**config.mk**
```make
export PLATFORM = sky130hd
export DESIGN_NAME = sixtap_subpel_interpolator
export DESIGN_NICKNAME = d
export VERILOG_FILES = /design/src/rtl/core/sspi_pkg.sv /design/src/rtl/core/sspi_ram.sv /design/src/rtl/core/sspi_fifo.sv /design/src/rtl/core/sspi_front.sv /design/src/rtl/core/sspi_back.sv /design/src/rtl/core/sixtap_subpel_interpolator.sv
export SDC_FILE = /design/constraint.sdc
export NUM_CORES = 2
export LEC_CHECK = 0
export ABC_AREA = 1
export BUFFER_PORTS_ARGS = -buffer_cell sky130_fd_sc_hd__buf_2
export CORE_AREA = 2 2 423 425
export DETAILED_ROUTE_END_ITERATION = 16
export DIE_AREA = 0 0 425 427
export HOLD_SLACK_MARGIN = 0.1
export PLACE_DENSITY = 0.65
export SETUP_SLACK_MARGIN = 0.4
export SYNTH_ARGS = -nofsm -noshare
export SYNTH_HDL_FRONTEND = slang
export SYNTH_HIERARCHICAL = 1
export SYNTH_SLANG_ARGS = --single-unit
```
**constraint.sdc**
```tcl
create_clock -name i_clk -period 9.3 [get_ports i_clk]
set_input_delay 0 -clock i_clk [delete_from_list [all_inputs] [get_ports i_clk]]
set_output_delay 0 -clock i_clk [all_outputs]
set_load 0.05 [all_outputs]
```
**src/rtl/core/sspi_pkg.sv**
```systemverilog
`timescale 1ns / 1ps
// Shared types, constants and filter functions for the six-tap sub-pel interpolator.
package sspi_pkg;

    localparam int MAX_WIDTH_DEF  = 16;
    localparam int MAX_HEIGHT_EFF = 26;
    localparam int PIX_W          = 8;
    localparam int SUB_W          = 3;
    localparam int DIM_W          = 5;
    localparam int ROW_W          = 5;
    localparam int NTAPS          = 6;
    localparam int LINE_ROWS      = 5;
    localparam int LEAD           = 5;
    localparam int ROUND          = 64;
    localparam int SHIFT          = 7;
    localparam int PIX_MAX        = 255;
    localparam int PROD_W         = 18;
    localparam int SUM_W          = 18;
    localparam int TAP_W          = 9;
    localparam int JOB_DEPTH      = 4;
    localparam int OUT_DEPTH      = 8;
    localparam int BACK_STAGES    = 4;
    localparam int DIM_RESET      = 16;

    localparam int CFG_IDX_W = 1;
    localparam logic [CFG_IDX_W-1:0] REG_BLOCK_WIDTH  = 1'd0;
    localparam logic [CFG_IDX_W-1:0] REG_BLOCK_HEIGHT = 1'd1;

    typedef logic [NTAPS-1:0][TAP_W-1:0] t_tap_row;
    typedef logic [NTAPS-1:0][PIX_W-1:0] t_pix_row;

    // One classified window word on its way from the front to the back.
    typedef struct packed {
        t_pix_row          hs;
        logic [SUB_W-1:0]  sel_x;
        logic [SUB_W-1:0]  sel_y;
        logic              has_h;
        logic              produce;
        logic              done;
    } t_job;

    // Element k of the row is the tap applied to the k-th oldest sample.
    function automatic t_tap_row tap_row(input logic [SUB_W-1:0] sel);
        t_tap_row r;
        unique case (sel)
            3'd0: r = {9'sd0, 9'sd0, 9'sd0, 9'sd128, 9'sd0, 9'sd0};
            3'd1: r = {9'sd0, -9'sd1, 9'sd12, 9'sd123, -9'sd6, 9'sd0};
            3'd2: r = {9'sd1, -9'sd8, 9'sd36, 9'sd108, -9'sd11, 9'sd2};
            3'd3: r = {9'sd0, -9'sd6, 9'sd50, 9'sd93, -9'sd9, 9'sd0};
            3'd4: r = {9'sd3, -9'sd16, 9'sd77, 9'sd77, -9'sd16, 9'sd3};
            3'd5: r = {9'sd0, -9'sd9, 9'sd93, 9'sd50, -9'sd6, 9'sd0};
            3'd6: r = {9'sd2, -9'sd11, 9'sd108, 9'sd36, -9'sd8, 9'sd1};
            3'd7: r = {9'sd0, -9'sd6, 9'sd123, 9'sd12, -9'sd1, 9'sd0};
            default: r = '0;
        endcase
        return r;
    endfunction

    // Adds the rounding constant, scales down and saturates to a pixel.
    function automatic logic [PIX_W-1:0] round_clamp(input logic signed [SUM_W-1:0] s);
        logic signed [SUM_W:0]     v;
        logic [SUM_W-SHIFT-1:0]    sh;
        logic [PIX_W-1:0]          res;
        v  = $signed({s[SUM_W-1], s}) + $signed((SUM_W + 1)'(ROUND));
        sh = v[SUM_W-1:SHIFT];
        if (v[SUM_W]) begin
            res = '0;
        end else if (sh > (SUM_W - SHIFT)'(PIX_MAX)) begin
            res = PIX_W'(PIX_MAX);
        end else begin
            res = sh[PIX_W-1:0];
        end
        return res;
    endfunction

endpackage

```
**src/rtl/core/sspi_ram.sv**
```systemverilog
`timescale 1ns / 1ps
// Generic single-write, single-read RAM with registered read data.
module sspi_ram #(
    parameter int WIDTH = 8,
    parameter int DEPTH = 16
) (
    input  logic                     i_clk,
    input  logic                     i_we,
    input  logic [$clog2(DEPTH)-1:0] i_waddr,
    input  logic [WIDTH-1:0]         i_wdata,
    input  logic                     i_re,
    input  logic [$clog2(DEPTH)-1:0] i_raddr,
    output logic [WIDTH-1:0]         o_rdata
);

    logic [WIDTH-1:0] r_mem [DEPTH];
    logic [WIDTH-1:0] r_rdata;

    always_ff @(posedge i_clk) begin
        if (i_we) begin
            r_mem[i_waddr] <= i_wdata;
        end
        if (i_re) begin
            r_rdata <= r_mem[i_raddr];
        end
    end

    assign o_rdata = r_rdata;

endmodule

```
**src/rtl/core/sspi_fifo.sv**
```systemverilog
`timescale 1ns / 1ps
// Small register FIFO with valid/ready on both sides and an occupancy count.
module sspi_fifo #(
    parameter int WIDTH = 8,
    parameter int DEPTH = 4
) (
    input  logic                       i_clk,
    input  logic                       i_rst_n,
    input  logic                       i_push_valid,
    output logic                       o_push_ready,
    input  logic [WIDTH-1:0]           i_push_data,
    output logic                       o_pop_valid,
    input  logic                       i_pop_ready,
    output logic [WIDTH-1:0]           o_pop_data,
    output logic [$clog2(DEPTH+1)-1:0] o_count
);

    localparam int AW = (DEPTH > 1) ? $clog2(DEPTH) : 1;
    localparam int CW = $clog2(DEPTH + 1);

    logic [WIDTH-1:0] r_data [DEPTH];
    logic [AW-1:0]    r_wptr, n_wptr;
    logic [AW-1:0]    r_rptr, n_rptr;
    logic [CW-1:0]    r_count, n_count;
    logic             push, pop;

    assign o_push_ready = (r_count != CW'(DEPTH));
    assign o_pop_valid  = (r_count != '0);
    assign o_pop_data   = r_data[r_rptr];
    assign o_count      = r_count;

    assign push = i_push_valid && o_push_ready;
    assign pop  = o_pop_valid && i_pop_ready;

    always_comb begin
        n_wptr  = r_wptr;
        n_rptr  = r_rptr;
        n_count = r_count;
        if (push) begin
            n_wptr = (r_wptr == AW'(DEPTH - 1)) ? '0 : r_wptr + AW'(1);
        end
        if (pop) begin
            n_rptr = (r_rptr == AW'(DEPTH - 1)) ? '0 : r_rptr + AW'(1);
        end
        if (push && !pop) begin
            n_count = r_count + CW'(1);
        end else if (pop && !push) begin
            n_count = r_count - CW'(1);
        end
    end

    always_ff @(posedge i_clk) begin
        if (!i_rst_n) begin
            r_wptr  <= '0;
            r_rptr  <= '0;
            r_count <= '0;
        end else begin
            r_wptr  <= n_wptr;
            r_rptr  <= n_rptr;
            r_count <= n_count;
        end
    end

    always_ff @(posedge i_clk) begin
        if (push) begin
            r_data[r_wptr] <= i_push_data;
        end
    end

endmodule

```
**src/rtl/core/sspi_front.sv**
```systemverilog
`timescale 1ns / 1ps
// Front end: configuration registers, window position tracking and word classification.
module sspi_front #(
    parameter int MAX_WIDTH = sspi_pkg::MAX_WIDTH_DEF
) (
    input  logic                               i_clk,
    input  logic                               i_rst_n,
    input  logic                               i_cfg_valid,
    output logic                               o_cfg_ready,
    input  logic [sspi_pkg::CFG_IDX_W-1:0]     i_cfg_index,
    input  logic [sspi_pkg::DIM_W-1:0]         i_cfg_data,
    input  logic                               i_valid,
    output logic                               o_ready,
    input  logic [sspi_pkg::PIX_W-1:0]         i_ref_pixel,
    input  logic [sspi_pkg::SUB_W-1:0]         i_sub_x,
    input  logic [sspi_pkg::SUB_W-1:0]         i_sub_y,
    output logic                               o_job_valid,
    input  logic                               i_job_ready,
    output sspi_pkg::t_job                     o_job,
    output logic [$clog2(MAX_WIDTH)-1:0]       o_job_col
);

    localparam int COL_W  = $clog2(MAX_WIDTH + sspi_pkg::LEAD);
    localparam int WCMP_W = (COL_W > sspi_pkg::DIM_W) ? COL_W : sspi_pkg::DIM_W;
    localparam int J_W    = $clog2(MAX_WIDTH);
    localparam int ROW_W  = sspi_pkg::ROW_W;

    logic [sspi_pkg::DIM_W-1:0]             r_block_width;
    logic [sspi_pkg::DIM_W-1:0]             r_block_height;
    logic [COL_W-1:0]                       r_col;
    logic [ROW_W-1:0]                       r_row;
    logic [sspi_pkg::SUB_W-1:0]             r_sub_x;
    logic [sspi_pkg::SUB_W-1:0]             r_sub_y;
    logic [sspi_pkg::LINE_ROWS-1:0][sspi_pkg::PIX_W-1:0] r_shift;

    logic [WCMP_W-1:0] w_cmp, w_eff, last_col_w;
    logic [COL_W-1:0]  last_col, col;
    logic [ROW_W-1:0]  h_eff, last_row, row;
    logic              first, accept;

    assign o_cfg_ready = 1'b1;
    assign o_ready     = i_job_ready;
    assign o_job_valid = i_valid;
    assign accept      = i_valid && i_job_ready;

    // Out-of-range sizes are pinned to the nearest supported size.
    always_comb begin
        w_cmp = WCMP_W'(r_block_width);
        if (w_cmp == '0) begin
            w_eff = WCMP_W'(1);
        end else if (w_cmp > WCMP_W'(MAX_WIDTH)) begin
            w_eff = WCMP_W'(MAX_WIDTH);
        end else begin
            w_eff = w_cmp;
        end
        last_col_w = w_eff + WCMP_W'(sspi_pkg::LEAD - 1);
        last_col   = last_col_w[COL_W-1:0];

        if (r_block_height == '0) begin
            h_eff = ROW_W'(1);
        end else if (r_block_height > ROW_W'(sspi_pkg::MAX_HEIGHT_EFF)) begin
            h_eff = ROW_W'(sspi_pkg::MAX_HEIGHT_EFF);
        end else begin
            h_eff = r_block_height;
        end
        last_row = h_eff + ROW_W'(sspi_pkg::LEAD - 1);

        // A size shrunk mid-window leaves the position on the new last column or row.
        col   = (r_col > last_col) ? last_col : r_col;
        row   = (r_row > last_row) ? last_row : r_row;
        first = (col == '0) && (row == '0);
    end

    always_comb begin
        o_job.hs      = {i_ref_pixel, r_shift};
        o_job.sel_x   = first ? i_sub_x : r_sub_x;
        o_job.sel_y   = first ? i_sub_y : r_sub_y;
        o_job.has_h   = (col >= COL_W'(sspi_pkg::LEAD));
        o_job.produce = (col >= COL_W'(sspi_pkg::LEAD)) && (row >= ROW_W'(sspi_pkg::LEAD));
        o_job.done    = (col == last_col) && (row == last_row);
        o_job_col     = J_W'(col - COL_W'(sspi_pkg::LEAD));
    end

    always_ff @(posedge i_clk) begin
        if (!i_rst_n) begin
            r_block_width  <= sspi_pkg::DIM_W'(sspi_pkg::DIM_RESET);
            r_block_height <= sspi_pkg::DIM_W'(sspi_pkg::DIM_RESET);
            r_col          <= '0;
            r_row          <= '0;
            r_sub_x        <= '0;
            r_sub_y        <= '0;
        end else begin
            if (i_cfg_valid) begin
                unique case (i_cfg_index)
                    sspi_pkg::REG_BLOCK_WIDTH:  r_block_width  <= i_cfg_data;
                    sspi_pkg::REG_BLOCK_HEIGHT: r_block_height <= i_cfg_data;
                    default: ;
                endcase
            end
            if (accept) begin
                if (first) begin
                    r_sub_x <= i_sub_x;
                    r_sub_y <= i_sub_y;
                end
                if (col >= last_col) begin
                    r_col <= '0;
                    r_row <= (row >= last_row) ? '0 : row + ROW_W'(1);
                end else begin
                    r_col <= col + COL_W'(1);
                end
            end
        end
    end

    always_ff @(posedge i_clk) begin
        if (accept) begin
            r_shift <= {i_ref_pixel, r_shift[sspi_pkg::LINE_ROWS-1:1]};
        end
    end

endmodule

```
**src/rtl/core/sspi_back.sv**
```systemverilog
`timescale 1ns / 1ps
// Back end: horizontal filter, line store update, vertical filter and result queue.
module sspi_back #(
    parameter int MAX_WIDTH = sspi_pkg::MAX_WIDTH_DEF
) (
    input  logic                          i_clk,
    input  logic                          i_rst_n,
    input  logic                          i_job_valid,
    output logic                          o_job_ready,
    input  sspi_pkg::t_job                i_job,
    input  logic [$clog2(MAX_WIDTH)-1:0]  i_job_col,
    output logic                          o_valid,
    input  logic                          i_ready,
    output logic [sspi_pkg::PIX_W-1:0]    o_pred_pixel,
    output logic                          o_block_done
);

    localparam int J_W    = $clog2(MAX_WIDTH);
    localparam int PIX_W  = sspi_pkg::PIX_W;
    localparam int LS_W   = sspi_pkg::LINE_ROWS * PIX_W;
    localparam int OCNT_W = $clog2(sspi_pkg::OUT_DEPTH + 1);
    localparam int RES_W  = $clog2(sspi_pkg::OUT_DEPTH + sspi_pkg::BACK_STAGES + 1);
    localparam int NT     = sspi_pkg::NTAPS;

    typedef struct packed {
        logic                       has_h;
        logic                       produce;
        logic                       done;
        logic [sspi_pkg::SUB_W-1:0] sel_y;
    } t_ctl;

    // Stage 1: line store read in flight.
    logic                          r_s1_valid;
    sspi_pkg::t_job                r_s1_job;
    logic [J_W-1:0]                r_s1_col;
    // Stage 2: horizontal products and the stored column.
    logic                          r_s2_valid;
    t_ctl                          r_s2_ctl;
    logic [J_W-1:0]                r_s2_col;
    logic signed [sspi_pkg::PROD_W-1:0] r_s2_prod [NT];
    logic [LS_W-1:0]               r_s2_vs;
    // Stage 3: full vertical neighborhood.
    logic                          r_s3_valid;
    t_ctl                          r_s3_ctl;
    sspi_pkg::t_pix_row            r_s3_vcol;
    // Stage 4: vertical products.
    logic                          r_s4_valid;
    t_ctl                          r_s4_ctl;
    logic signed [sspi_pkg::PROD_W-1:0] r_s4_prod [NT];

    logic                          pop;
    logic [LS_W-1:0]               ram_rdata;
    logic signed [sspi_pkg::SUM_W-1:0] hsum, vsum;
    logic [PIX_W-1:0]              hval, pred;
    sspi_pkg::t_tap_row            htaps, vtaps;
    logic [OCNT_W-1:0]             out_count;
    logic [RES_W-1:0]              reserved;
    logic                          out_push;

    // Every word in flight holds a slot in the result queue, so the stages never stall.
    assign reserved = RES_W'(out_count) + RES_W'(r_s1_valid) + RES_W'(r_s2_valid)
                    + RES_W'(r_s3_valid) + RES_W'(r_s4_valid);
    assign o_job_ready = (reserved < RES_W'(sspi_pkg::OUT_DEPTH));
    assign pop         = i_job_valid && o_job_ready;

    sspi_ram #(
        .WIDTH (LS_W),
        .DEPTH (MAX_WIDTH)
    ) u_line_store (
        .i_clk   (i_clk),
        .i_we    (r_s2_valid && r_s2_ctl.has_h),
        .i_waddr (r_s2_col),
        .i_wdata ({hval, r_s2_vs[LS_W-1:PIX_W]}),
        .i_re    (pop && i_job.has_h),
        .i_raddr (i_job_col),
        .o_rdata (ram_rdata)
    );

    always_comb begin
        htaps = sspi_pkg::tap_row(r_s1_job.sel_x);
        vtaps = sspi_pkg::tap_row(r_s3_ctl.sel_y);
        hsum  = '0;
        vsum  = '0;
        for (int k = 0; k < NT; k++) begin
            hsum = hsum + r_s2_prod[k];
            vsum = vsum + r_s4_prod[k];
        end
        hval = sspi_pkg::round_clamp(hsum);
        pred = sspi_pkg::round_clamp(vsum);
    end

    always_ff @(posedge i_clk) begin
        if (!i_rst_n) begin
            r_s1_valid <= 1'b0;
            r_s2_valid <= 1'b0;
            r_s3_valid <= 1'b0;
            r_s4_valid <= 1'b0;
        end else begin
            r_s1_valid <= pop;
            r_s2_valid <= r_s1_valid;
            r_s3_valid <= r_s2_valid;
            r_s4_valid <= r_s3_valid;
        end
    end

    always_ff @(posedge i_clk) begin
        if (pop) begin
            r_s1_job <= i_job;
            r_s1_col <= i_job_col;
        end
        r_s2_ctl.has_h   <= r_s1_job.has_h;
        r_s2_ctl.produce <= r_s1_job.produce;
        r_s2_ctl.done    <= r_s1_job.done;
        r_s2_ctl.sel_y   <= r_s1_job.sel_y;
        r_s2_col         <= r_s1_col;
        r_s2_vs          <= ram_rdata;
        for (int k = 0; k < NT; k++) begin
            r_s2_prod[k] <= $signed(htaps[k]) * $signed({1'b0, r_s1_job.hs[k]});
        end
        r_s3_ctl  <= r_s2_ctl;
        r_s3_vcol <= {hval, r_s2_vs};
        r_s4_ctl  <= r_s3_ctl;
        for (int k = 0; k < NT; k++) begin
            r_s4_prod[k] <= $signed(vtaps[k]) * $signed({1'b0, r_s3_vcol[k]});
        end
    end

    assign out_push = r_s4_valid && r_s4_ctl.produce;

    sspi_fifo #(
        .WIDTH (PIX_W + 1),
        .DEPTH (sspi_pkg::OUT_DEPTH)
    ) u_out_queue (
        .i_clk        (i_clk),
        .i_rst_n      (i_rst_n),
        .i_push_valid (out_push),
        .o_push_ready (),
        .i_push_data  ({pred, r_s4_ctl.done}),
        .o_pop_valid  (o_valid),
        .i_pop_ready  (i_ready),
        .o_pop_data   ({o_pred_pixel, o_block_done}),
        .o_count      (out_count)
    );

endmodule

```
**src/rtl/core/sixtap_subpel_interpolator.sv**
```systemverilog
`timescale 1ns / 1ps
// Top level of the six-tap sub-pel interpolator.
//
// The input channel takes the (W+5)x(H+5) reference window in raster order, one
// pixel word per cycle, sustained while the receiver keeps up; sub_x and sub_y are
// sampled with the first word of a window. The output channel gives one predicted
// pixel for every window word that completes a 6x6 neighborhood, in raster order,
// with block_done set on the last one of the block. Block width and height are
// written through the configuration channel (index 0 and 1), which is always
// ready; the user must write them only while the block is idle, which the block
// does not enforce. An accepted word passes through the front queue, the line
// store read and the horizontal products, the horizontal sum, the vertical
// products and the vertical sum into the result queue. The line store is read
// and rewritten at one column for each word from the sixth column of a row on.
// When the receiver stalls, results collect in an 8-word queue; input is
// refused once words in flight would overrun it, and resumes when it drains.
// Synchronous reset sets both sizes to 16, rewinds the window position and
// empties all queues; the line store needs no clearing.
module sixtap_subpel_interpolator #(
    parameter int MAX_WIDTH = sspi_pkg::MAX_WIDTH_DEF
) (
    input  logic                           i_clk,
    input  logic                           i_rst_n,
    input  logic                           i_cfg_valid,
    output logic                           o_cfg_ready,
    input  logic [sspi_pkg::CFG_IDX_W-1:0] i_cfg_index,
    input  logic [sspi_pkg::DIM_W-1:0]     i_cfg_data,
    input  logic                           i_valid,
    output logic                           o_ready,
    input  logic [sspi_pkg::PIX_W-1:0]     i_ref_pixel,
    input  logic [sspi_pkg::SUB_W-1:0]     i_sub_x,
    input  logic [sspi_pkg::SUB_W-1:0]     i_sub_y,
    output logic                           o_valid,
    input  logic                           i_ready,
    output logic [sspi_pkg::PIX_W-1:0]     o_pred_pixel,
    output logic                           o_block_done
);

    localparam int J_W   = $clog2(MAX_WIDTH);
    localparam int JOB_W = $bits(sspi_pkg::t_job) + J_W;

    logic           f_job_valid, f_job_ready;
    sspi_pkg::t_job f_job;
    logic [J_W-1:0] f_job_col;
    logic           b_job_valid, b_job_ready;
    sspi_pkg::t_job b_job;
    logic [J_W-1:0] b_job_col;

    sspi_front #(
        .MAX_WIDTH (MAX_WIDTH)
    ) u_front (
        .i_clk       (i_clk),
        .i_rst_n     (i_rst_n),
        .i_cfg_valid (i_cfg_valid),
        .o_cfg_ready (o_cfg_ready),
        .i_cfg_index (i_cfg_index),
        .i_cfg_data  (i_cfg_data),
        .i_valid     (i_valid),
        .o_ready     (o_ready),
        .i_ref_pixel (i_ref_pixel),
        .i_sub_x     (i_sub_x),
        .i_sub_y     (i_sub_y),
        .o_job_valid (f_job_valid),
        .i_job_ready (f_job_ready),
        .o_job       (f_job),
        .o_job_col   (f_job_col)
    );

    sspi_fifo #(
        .WIDTH (JOB_W),
        .DEPTH (sspi_pkg::JOB_DEPTH)
    ) u_job_queue (
        .i_clk        (i_clk),
        .i_rst_n      (i_rst_n),
        .i_push_valid (f_job_valid),
        .o_push_ready (f_job_ready),
        .i_push_data  ({f_job_col, f_job}),
        .o_pop_valid  (b_job_valid),
        .i_pop_ready  (b_job_ready),
        .o_pop_data   ({b_job_col, b_job}),
        .o_count      ()
    );

    sspi_back #(
        .MAX_WIDTH (MAX_WIDTH)
    ) u_back (
        .i_clk        (i_clk),
        .i_rst_n      (i_rst_n),
        .i_job_valid  (b_job_valid),
        .o_job_ready  (b_job_ready),
        .i_job        (b_job),
        .i_job_col    (b_job_col),
        .o_valid      (o_valid),
        .i_ready      (i_ready),
        .o_pred_pixel (o_pred_pixel),
        .o_block_done (o_block_done)
    );

endmodule

```
[Word level (Yosys, flattened, before mapping)]
Memories as Yosys holds them, arrays and structs flattened. A register that Yosys moved wholly into a read port is not among the register bits.
Index checks and enable logic that the tools add are counted.
Storage, ports and cells
  register bits after elaboration: 250
  RAM bits: 1172
  ROM bits: 592
  input port bits: 25
  output and inout bits: 12
  word-level logic and storage cells: 179
  memories kept: 7
Memory list
  u_back.u_line_store.r_mem: depth 16, width 40, read ports 1, clocked after memory_dff 1, wr ports 1, line sspi_ram.sv:16  | logic [WIDTH-1:0] r_mem [DEPTH];
  (no name shown): depth 8, width 37, read ports 1, clocked after memory_dff 1, wr ports 0, line sspi_pkg.sv:45  | unique case (sel)
  (no name shown): depth 8, width 37, read ports 1, clocked after memory_dff 1, wr ports 0, line sspi_pkg.sv:45
  u_job_queue.r_data: depth 4, width 61, read ports 1, clocked after memory_dff 1, wr ports 1, line sspi_fifo.sv:21  | logic [WIDTH-1:0] r_data [DEPTH];
  u_back.r_s2_prod: depth 6, width 18, read ports 6, clocked after memory_dff 0, wr ports 6, line sspi_back.sv:40  | logic signed [sspi_pkg::PROD_W-1:0] r_s2_prod [NT];
  u_back.r_s4_prod: depth 6, width 18, read ports 6, clocked after memory_dff 0, wr ports 6, line sspi_back.sv:49  | logic signed [sspi_pkg::PROD_W-1:0] r_s4_prod [NT];
  +1 memories
Cells by class
  add/sub/neg operators: 29
  $mul: 12
  magnitude comparators: 11
  equal/unequal tests: 8
  mux-type cells: 33
  bitwise gates (word level): 1
  reduce and logical (&&, ||, !) cells: 29
Operators with widths (count)
  $mul A9 B9 Y18: 12
  $add A18 B18 Y18: 10
  $mux W5: 8
  $add A18 B8 Y19 const B: 2
  $mux W8: 4
  $mux W3: 9
  $gt A11 B8 Y1 const B: 2
  $logic_not A5 Y1: 4
  $add A4 B1 Y4: 4
  $logic_and A1 B1 Y1: 14
  $add A5 B1 Y5 const B: 2
  $add A5 B3 Y5 const B: 2
  $eq A5 B5 Y1: 2
  $ge A5 B3 Y1 const B: 2
  $ge A5 B5 Y1: 2
  $gt A5 B5 Y1: 2
  $gt A5 B5 Y1 const B: 2
  $add A3 B1 Y3 const B: 3
  $mux W2: 4
  $mux W4: 2
  $eq A3 B3 Y1 const B: 2
  $mux W1: 6
  $reduce_and A2 Y1: 3
  $add A2 B1 Y2 const B: 2
  other kinds (13): 18

[Longest topological paths before layout]
An unclocked memory read counts as a cell.
  depth after elaboration: 10
  depth in mapped cells: 28
  gate-level depth less buffers: 28

[Modules after synthesis]
The synthesis kept the hierarchy.
Modules (own cells, without submodules)
  sspi_back: instances 1, cells an instance 3805, area each 33363.2 um2, sequential area each 8598.2 um2
  sspi_ram: instances 1, cells an instance 2643, area each 28691.3 um2, sequential area each 20419.6 um2
  sspi_fifo (u_job_queue): instances 1, cells an instance 659, area each 10105.9 um2, sequential area each 7507.2 um2
  sspi_fifo (u_back.u_out_queue): instances 1, cells an instance 334, area each 3642.2 um2, sequential area each 2422.3 um2
  sspi_front: instances 1, cells an instance 389, area each 3470.8 um2, sequential area each 1721.7 um2

[Least setup slack after synthesis]
OpenSTA, ideal clock, no wires.
  path type: reg-to-reg
  start point: register, netlist name u_back/vtaps[44]
  end point: memory u_back/r_s4_prod[1][16] in the netlist's numbering
  library setup time: 123 ps
  arrival: 4666 ps
  data required time: 9177 ps
  slack: 4510 ps
  stages on the path, launching flop included: 22
  path buffers: 2
  clock period less this slack: 4790 ps
  cells stage by stage: dfxtp_1 -> clkbuf_1 -> clkbuf_1 -> nand2_1 -> inv_1 -> fa_1 -> fa_1 -> inv_1 -> fa_1 -> fa_1 -> inv_1 -> ha_1 -> nand2_1 -> o21ai_0 -> a21o_1 -> a21oi_1 -> o21ai_0 -> a21oi_1 -> o21bai_1 -> nand2_1 -> nand3_1 -> o21ai_0
RTL lines (line)
  end: declaration: sspi_back.sv:49

==> qor.yml <==
status: "completed"
antenna_found_initial: 4
synth_area_mm2: 0.0793
cts_buffers: 156
io_buffers: 35
drive_above_1_share_pct: 6.54
ys_types: 58
setup-tns-final_ps: 0
regArea_mm2: 0.0407
fmax_mhz: 189
async_flop_share_pct: 0
clock_sinks: 1483
timing.rr.end: "u_back/u_line_store/r_mem[8][37]"
htree_num_levels: 4
hp-class: "in2reg"
post-route-period-util_pct: 56.9
die_h_um: 427
dp_cells: 9999
setup_violations: 0
grt_pass1_wl_mm: 282
die_area_mm2: 0.181
first_global_vias: 50300
crit_path_end_kind: "flip-flop"
synth_area_per_cell_um2: 10.1
netlist_instances: 7830
first_pass_iters: 5
synthesis.nets: 8758
slew_violations: 0
drtAntennaViolNets: 0
critical_path_arrival_ps: 5730
rr_worst_depth: 21
num-nets-final: 8784
dp_hpwl_mm: 116
num_rows: 155
grt_overflow: 0
cts_tree: "built"
startpoint_type: "flip-flop"
die_x_um: 425
slew_headroom_pct: 22.8
drt-vias-per-instance: 4.90
synth_seq_area_share_pct: 51.3
ys_ff_latch: 1483
final_area_mm2: 0.0872
timing.rr.start: "u_back/r_s2_prod[5][5]"
min_period_ps: 5300
fill_cells: 15900
rrSetupSlack_ps: 4000
synth_edf_count: 1097
drt-wirelength-per-cell_um: 17.3
drcViolationCount: 0
ios: 37
ctsResizeCount: 0
worstSetupPathType: "reg2reg"
drt_iter0_drc: 3960
rsz0062_at_grt: "no"
yosysWarnings: 6
worst_hold_path.endpoint: "u_back/u_out_queue/r_rptr[1]"
cp.required_ps: 9740
routed_wirelength_mm: 179
clkTransAtPathRegs_ps: 60
grt_max_degree: 178
multi_input_area_mm2: 0.0306
final_cells: 10300
root_buffer: "clkbuf_16"
hold_violations: 0
synth-main-ff-cell: "edfxtp_1"
cap_violations: 0
clk_path_buf_depth: 3
vias: 50700
setup_ws_ps: 4000
fin_skew_ps: 53.4
syn2layout_area_growth_pct: 9.97
clkLatencyLatePin_ps: 820
hold_depth: 5
place_area_mm2: 0.0814
place_ws_ps: 3910
hold_start: "i_ready"
gp_congestion: 0.890
start_util_pct: 44.7
max_slew.worst_pin.slew_ps: 1150
crit_fanout: 17
core_area_mm2: 0.177
grt_use_total_pct: 20.0
==> how the worst max path moves through the flow <==
stage | startpoint | endpoint | slack (ps) | cells after the start
finish | u_back/r_s2_prod[5][5] | u_back/u_line_store/r_mem[8][37] | 4000 | 21
floorplan | u_back/vtaps[44] | u_back/r_s4_prod[1][16] | 4510 | 21
global route | u_back/r_s2_prod[5][5] | u_back/u_line_store/r_mem[8][37] | 3490 | 21
CTS | u_back/r_s2_prod[5][5] | u_back/u_line_store/r_mem[9][37] | 3870 | 21
detailed placement | u_back/r_s2_prod[5][5] | u_back/u_line_store/r_mem[12][37] | 3910 | 21
global placement | u_back/r_s2_prod[5][5] | u_back/u_line_store/r_mem[6][39] | 4080 | 21
==> timing repair <==
item,CTS,global route
hold buffers,54,0
setup buffers,0,0
endpoints found under the setup margin,0,0
hold endpoints to repair,115,0
==> layout make-up <==
| type | count | area share (%) |
|---|---|---|
| Tap cell | 2355 | 3.38 |
| Antenna cell | 3 | 0.00861 |
| Multi-Input combinational cell | 4315 | 35.1 |
| Timing Repair Buffer | 137 | 1.26 |
| Clock inverter | 84 | 1.09 |
| Clock buffer | 209 | 4.87 |
| Sequential cell | 1483 | 46.7 |
| Inverter | 1763 | 7.62 |
==> synth_stat cells (21+ instances only) <==
cell type | number | area [µm²]
o22ai_1 | 21 | 131
a21oi_1 | 150 | 751
o21ai_0 | 177 | 886
o22ai_2 | 40 | 500
buf_4 | 37 | 278
nor2_4 | 46 | 518
nand2_2 | 26 | 163
xnor2_1 | 48 | 420
fa_1 | 413 | 8270
buf_6 | 28 | 315
dfxtp_1 | 386 | 7730
clkbuf_1 | 115 | 432
buf_2 | 68 | 340
edfxtp_1 | 1097 | 32900
nor2_1 | 332 | 1250
o21ai_1 | 68 | 340
ha_1 | 490 | 6130
nand3_1 | 575 | 2880
xor2_1 | 82 | 718
inv_1 | 1745 | 6550
nand2_1 | 1717 | 6440
==> cells by family (layout without fill, tap and decap cells) <==
family / count (synthesis) / count (layout) / share of synthesized area, %
buf+inv: 2032 / 2193 / 10.3
other cells: 1 / 4 / 0.00473
xor+xnor: 130 / 130 / 1.44
flops: 1483 / 1483 / 51.3
simple gates: 2776 / 2776 / 15.0
compound gates: 505 / 505 / 3.78
fa+ha+maj: 903 / 903 / 18.2
==> worst max-delay path: stages, from the launching register on <==
cell,delay (ps)
dfxtp_1,320
inv_1,60
fa_1,530
inv_1,60
fa_1,510
fa_1,490
ha_1,350
a21o_2,220
inv_1,50
nand2_1,80
xor2_1,290
ha_1,250
inv_1,50
nor2_1,100
nand2_1,90
nor2_2,200
nand3_1,110
nand2_1,80
nand2_2,60
nand3_4,120
nor2_2,40
nor2_1,850
==> sequential cells by signal, summed over array words and instances (netlist names), 48 cells and up, named ones only <==
register                   flops
u_back/u_line_store/r_mem    640
u_back/r_s2_prod              93
u_back/r_s1_job               57
u_back/u_out_queue/r_data     72
u_back/r_s4_prod              93
u_back/r_s3_vcol              48
u_job_queue/r_data           244
==> per-layer routing <==
layer	track usage (%)	vias to the layer above	part of all wire [%]
li1	-	24500	-
met1	27.6	24700	45
met2	33.1	1236	48
met3	3.01	217	5.5
met4	4.84	0	1.9
met5	0	-	0
==> cells in the final DEF, fill, tap and decap left out, drive strengths merged, types with 3 or more instances in the layout <==
cell type	count
o21bai	11
nand2	1749
nand3b	11
ha	490
xor2	82
a31oi	5
clkinv	53
nand3	586
buf	83
a21o	6
diode	3
nand4	15
a21oi	155
clkbuf	209
o21ai	248
edfxtp	1097
bufinv	12
dlygate4sd3	54
nor2	390
clkinvlp	8
dfxtp	386
fa	413
or2	11
o22ai	61
inv	1774
and2	3
nor3	9
o31ai	4
xnor2	48
a21boi	4
==> metrics by stage <==
stage | hold WS, ps | util (%)
floorplan | 93.5 | -
global placement | 229 | 45.9
detailed placement | 230 | 45.9
CTS | 179 | 49.2
global route | 220 | 49.2
finish | 220 | 49.2
Power is left out: the tool's default activity adds up to more than one toggle a clock period on the data nets, which glitch-free logic cannot reach.
